==> config.mk <==
export PLATFORM = sky130hd
export DESIGN_NAME = rdq_ctrl
export DESIGN_NICKNAME = d
export VERILOG_FILES = /design/src/rtl/rdq_pkg.sv /design/src/rtl/rdq_ctrl.sv
export SDC_FILE = /design/constraint.sdc
export NUM_CORES = 1
export LEC_CHECK = 0
export BUFFER_PORTS_ARGS = -buffer_cell sky130_fd_sc_hd__buf_2
export CAP_MARGIN = 15
export CELL_PAD_IN_SITES_DETAIL_PLACEMENT = 1
export CELL_PAD_IN_SITES_GLOBAL_PLACEMENT = 1
export CORE_MARGIN = 1.5
export CORE_UTILIZATION = 38
export CTS_BUF_LIST = sky130_fd_sc_hd__clkbuf_8
export CTS_CLUSTER_DIAMETER = 150
export DETAILED_ROUTE_END_ITERATION = 10
export GPL_TIMING_DRIVEN = 0
export PLACE_DENSITY_LB_ADDON = 0.05
export REMOVE_ABC_BUFFERS = 1
export SLEW_MARGIN = 20
export SYNTH_ARGS = -nofsm -noshare
export SYNTH_HDL_FRONTEND = slang
export SYNTH_SLANG_ARGS = --single-unit
==> constraint.sdc <==
create_clock -name clk -period 4 [get_ports clk]
set_clock_uncertainty 0.1 [all_clocks]
set_input_delay 0.4 -clock clk [delete_from_list [all_inputs] [get_ports clk]]
set_output_delay 0.4 -clock clk [all_outputs]
set_load 0.01 [all_outputs]
==> src/rtl/rdq_pkg.sv <==
// Shared constants, types and helpers for the reversible byte deque.
// Depends on nothing; used by rdq_store, rdq_ctrl and reversible_deque.
package rdq_pkg;

  // Number of entries in the circular byte store.
  localparam int unsigned DEPTH = 1024;
  // Physical index width and fill-count width (must hold DEPTH itself).
  localparam int unsigned AW = (DEPTH > 1) ? $clog2(DEPTH) : 1;
  localparam int unsigned FW = $clog2(DEPTH + 1);

  // Fixed widths of the transaction fields.
  localparam int unsigned KIND_W = 2;
  localparam int unsigned CHAR_W = 8;
  localparam int unsigned POS_W  = 10;
  localparam int unsigned STAT_W = 2;
  localparam int unsigned LEN_W  = 11;

  // Width used to compare a requested position against the fill count.
  localparam int unsigned CMP_W = (FW > POS_W) ? FW : POS_W;

  typedef enum logic [KIND_W-1:0] {
    KIND_REVERSE    = 2'd0,
    KIND_PUSH_FRONT = 2'd1,
    KIND_PUSH_BACK  = 2'd2,
    KIND_READ       = 2'd3
  } kind_t;

  typedef enum logic [STAT_W-1:0] {
    STAT_OK        = 2'd0,
    STAT_FULL      = 2'd1,
    STAT_BAD_POS   = 2'd2,
    STAT_UNUSED    = 2'd3
  } status_t;

  // One access to the byte store: a write or a read, never both.
  typedef struct packed {
    logic              wr_en;
    logic              rd_en;
    logic [AW-1:0]     addr;
    logic [CHAR_W-1:0] wdata;
  } mem_req_t;

  // Add two physical indexes modulo DEPTH; both inputs are below DEPTH.
  function automatic logic [AW-1:0] wrap_add(input logic [AW-1:0] a,
                                             input logic [AW-1:0] b);
    logic [AW:0] sum;
    logic [AW:0] lim;
    lim = (AW+1)'(DEPTH);
    sum = {1'b0, a} + {1'b0, b};
    if (sum >= lim) begin
      sum = sum - lim;
    end
    return sum[AW-1:0];
  endfunction

endpackage

==> src/rtl/rdq_ctrl.sv <==
// Pointer, fill count and reversal flag of the deque, plus the store access
// and the status for each transaction. Depends on rdq_pkg.
module rdq_ctrl (
  input  logic                         clk,
  input  logic                         rst,
  input  logic                         accept,
  input  rdq_pkg::kind_t               kind,
  input  logic [rdq_pkg::CHAR_W-1:0]   char_in,
  input  logic [rdq_pkg::POS_W-1:0]    position,
  output rdq_pkg::mem_req_t            req,
  output rdq_pkg::status_t             status_now,
  output logic [rdq_pkg::FW-1:0]       fill_now
);

  logic [rdq_pkg::AW-1:0] head;
  logic [rdq_pkg::AW-1:0] head_next;
  logic [rdq_pkg::FW-1:0] fill;
  logic [rdq_pkg::FW-1:0] fill_next;
  logic                   rev;
  logic                   rev_next;

  logic                   full;
  logic                   phys_back;
  logic [rdq_pkg::AW-1:0] head_dec;
  logic [rdq_pkg::AW-1:0] off;
  logic [rdq_pkg::CMP_W-1:0] pos_ext;
  logic [rdq_pkg::CMP_W-1:0] fill_ext;
  logic [rdq_pkg::FW-1:0]    rev_off;

  assign full     = (fill == rdq_pkg::FW'(rdq_pkg::DEPTH));
  assign head_dec = (head == '0) ? rdq_pkg::AW'(rdq_pkg::DEPTH - 1) : head - 1'b1;
  assign pos_ext  = rdq_pkg::CMP_W'(position);
  assign fill_ext = rdq_pkg::CMP_W'(fill);
  // Only meaningful when position is below fill, so it stays below DEPTH.
  assign rev_off  = fill - 1'b1 - rdq_pkg::FW'(position);
  assign off      = rev ? rev_off[rdq_pkg::AW-1:0] : rdq_pkg::AW'(position);

  always_comb begin
    head_next  = head;
    fill_next  = fill;
    rev_next   = rev;
    status_now = rdq_pkg::STAT_OK;
    phys_back  = 1'b0;
    req.wr_en  = 1'b0;
    req.rd_en  = 1'b0;
    req.addr   = head;
    req.wdata  = char_in;
    case (kind)
      rdq_pkg::KIND_REVERSE: begin
        rev_next = ~rev;
      end
      rdq_pkg::KIND_PUSH_FRONT, rdq_pkg::KIND_PUSH_BACK: begin
        // A logical front push lands at the physical back while reversed.
        phys_back = (kind == rdq_pkg::KIND_PUSH_BACK) ? ~rev : rev;
        if (full) begin
          status_now = rdq_pkg::STAT_FULL;
        end else begin
          req.wr_en = accept;
          fill_next = fill + 1'b1;
          if (phys_back) begin
            req.addr = rdq_pkg::wrap_add(head, fill[rdq_pkg::AW-1:0]);
          end else begin
            req.addr  = head_dec;
            head_next = head_dec;
          end
        end
      end
      rdq_pkg::KIND_READ: begin
        if (pos_ext >= fill_ext) begin
          status_now = rdq_pkg::STAT_BAD_POS;
        end else begin
          req.rd_en = accept;
          req.addr  = rdq_pkg::wrap_add(head, off);
        end
      end
      default: begin
        status_now = rdq_pkg::STAT_OK;
      end
    endcase
    fill_now = fill_next;
  end

  always_ff @(posedge clk) begin
    if (rst) begin
      head <= '0;
      fill <= '0;
      rev  <= 1'b0;
    end else if (accept) begin
      head <= head_next;
      fill <= fill_next;
      rev  <= rev_next;
    end
  end

endmodule

==> impl_metrics.py <==
metrics = {
    "synthesis": {
        "synth.most_common_cell": "nor2_1",
        "yosysSeqAreaShare_pct": 13.45,
        "netlist_area_sq_um": 3274,
        "async_flop_share_pct": 0,
        "synth_edf_count": 0,
        "netlist_instances": 455,
        "yosysWarnings": 0,
        "ys_ff_latch": 22,
        "syn_area_per_cell_sq_um": 7.196,
        "synth_top_area_share_pct": 17.58,
        "yosys_most_used_dff": "dfxtp_1",
        "ys_types": 64,
        "synth_largest_area_cell": "ha_1",
        "synth_commonest_cells": "nor2_1, nand2_1, ha_1, inv_1, xnor2_1",
        "synthTopCellsByArea": "ha_1, dfxtp_1, xnor2_1",
    },
    "critical_path": {
        "slowest_stage": "o41ai_4",
        "crit_arrival_ns": 3.50,
        "critical_path_class": "reg2out",
        "worstPathCellList": "ha_4 -> inv_2 -> fa_2 -> nor2b_2 -> o21ai_2 -> buf_4 -> nand2_2 -> nor2_1 -> nor2_1 -> nand2_1 -> o21ai_2 -> ha_1 -> nand2_1 -> o21ai_2 -> o41ai_4 -> o21ai_2 -> xnor2_2 -> a21boi_2 -> o32ai_2 -> buf_2",
        "crit_start": "fill[0]$_SDFFE_PP0P_",
        "cp-end-kind": "output port",
        "regToRegStartpoint": "fill[0]$_SDFFE_PP0P_",
        "timing.critical_path.mode_cell": "o21ai_2",
        "worst_setup_path_start_kind": "flop",
        "worstPathRequired_ns": 3.50,
        "cp_slowest_stage_delay_ns": 0.40,
        "critPathMaxFanout": 3,
    },
    "finish": {
        "fin_area_sq_um": 3717,
        "diodes": 0,
        "syn_to_final_growth_pct": 13.53,
        "drive_above_1_share_pct": 19.88,
        "nets": 557,
        "fillers": 1100,
    },
    "sta": {
        "drv_slew": 0,
        "hold_slack_ns": 0.4102,
        "fin_setup_tns_ns": 0,
        "fin_ws_ns": 0.003879,
        "post-route-period-util_pct": 99.90,
        "finalSetupViolCount": 0,
        "max_freq_mhz": 250.2,
        "rsz0062_at_grt": "yes",
        "min_period_ns": 3.996,
        "slew_headroom_pct": 50.66,
        "max_slew.worst_pin.slew_ns": 0.7376,
        "hold_viol": 0,
    },
    "global_routing": {
        "overflow": 0,
        "grt_antenna_before_repair": 0,
        "gr-usage-all-layers_pct": 23.69,
        "grt_pass1_wl_mm": 16.77,
        "grt_pass1_vias": 3340,
        "grt_max_degree": 26,
    },
    "place": {
        "numPortBuffers": 39,
        "post-dp-hpwl_mm": 8.237,
        "pre_cts_slack_ns": -0.8808,
        "placed_area_sq_um": 3477,
        "gp_congestion": 0.7849,
    },
    "clock_network": {
        "cts.path.max_buffers": 2,
        "cts_tree": "yes",
        "ctsHtreeMaxLevel": 1,
        "numCtsBuffers": 3,
        "cts.sinks": 22,
        "clkTransAtPathRegs_ns": 0.09,
        "clkLatencyLatePin_ns": 0.27,
        "cts-root-buf": "clkbuf_8",
    },
    "die": {
        "core_area_sq_um": 8299,
        "start_util_pct": 39.45,
        "die_x_um": 95.83,
        "dieArea_sq_um": 9182,
        "rows": 33,
        "fp.dieH_um": 95.83,
        "ioPinCount": 56,
    },
    "worst_hold_path": {
        "hold_class": "reg2reg",
        "hp-start": "fill[1]$_SDFFE_PP0P_",
    },
    "flow_run": {
        "drv_cap": 0,
    },
    "routing": {
        "firstDrtPassIters": 4,
        "drc": 0,
        "ant_nets": 0,
        "viasPerCell": 5.480,
        "wl_per_cell_um": 17.64,
        "finalWirelength_mm": 10.37,
        "num_vias": 3222,
        "drt_iter0_drc": 40,
    },
    "pwr": {
        "power_leakage_nw": 1.655,
        "ir_drop_mv": 0.1027,
        "power_density_nw_per_um2": 249.1,
    },
    "run_status": {
        "status": "completed",
    },
}
placed cells by master (no fill, tap or decap), types with 4 or more instances in the layout:
cell / instances
nor2_1: 46
nand2_1: 46
inv_1: 44
ha_1: 42
buf_2: 39
xnor2_1: 32
a21oi_1: 27
o21ai_0: 18
nand3_1: 17
dfxtp_1: 16
nor3_1: 11
xor2_1: 9
nand4_1: 7
o21bai_1: 7
buf_4: 7
o21ai_2: 6
a21o_1: 6
a21oi_2: 5
o21a_1: 5
o211ai_1: 5
a31oi_1: 4
o21ai_1: 4
a22oi_1: 4
dfxtp_4: 4
metrics by stage:
step	instances	utilization, %	power (mW)
after global placement	578	41.81	0.7251
after detailed placement	578	41.90	0.7393
after CTS	585	43.60	0.9154
after floorplan	434	-	0.5900
after global routing	588	44.79	0.9993
final	588	44.79	0.9259
cell families (layout without fill, tap and decap cells):
family	Yosys count	count (layout)	synth area share [%]
xor+xnor	43	43	11.50
buf+inv	67	95	9.286
mux	2	2	0.6114
flops	22	22	13.45
simple gates	158	158	23.12
compound gates	114	114	22.62
fa+ha+maj	49	49	19.41
worst paths after layout:
| kind | cells after the start | end | slack, ns |
|---|---|---|---|
| worst max register to register | 9 | head[1]$_SDFFE_PP0P_ | 1.35 |
| worst min-delay path | 2 | fill[1]$_SDFFE_PP0P_ | 0.41 |
| worst max-delay path | 20 | req[17] | 0.004 |
| worst min register to register | 2 | fill[1]$_SDFFE_PP0P_ | 0.41 |
worst max-delay path: cells and delay by family, from the launching register on:
kind | cells | cell delay [ns]
DFF | 1 | 0.38
adders and majority gates | 3 | 0.76
xor gates and xnor gates | 1 | 0.27
and+or+nand+nor | 6 | 0.47
buffers and inverters | 3 | 0.35
AOI/OAI and AO/OA | 7 | 0.98
cell type report:
type	count	area, sq um	area share [%]
timing repair buffer	46	247.7	6.664
inverter	46	172.7	4.645
sequential	22	457.9	12.32
tap	105	131.4	3.534
multi-input combinational	366	2666	71.73
clock buffer	3	41.29	1.111
flip-flops by register name, summed over array words and instances (netlist names):
| signal | cells |
|---|---|
| head | 10 |
| rev | 1 |
| fill | 11 |
routing by layer:
layer / routed length (um) / vias up / track usage (%)
met1: 4960 / 1547 / 30.67
met2: 5160 / 44 / 43.08
li1: - / 1627 / -
met5: 0 / - / 0
met4: 57 / 0 / 3.676
met3: 195 / 4 / 1.975
report_power, final:
group | leakage (nW) | internal, mW | switching [mW]
clock | 0.0216 | 0.0677 | 0.0848
combinational | 1.45 | 0.208 | 0.300
sequential | 0.183 | 0.230 | 0.0346
repair_timing:
action	in CTS	in global routing
gates resized for setup	25	25
endpoints found under the hold margin	0	0
setup endpoints to repair	5	5
gates cloned	0	0
hold buffers	0	0
pin swaps	15	16
setup buffers	4	3
Note: power is estimated with default switching activity, not from simulation.
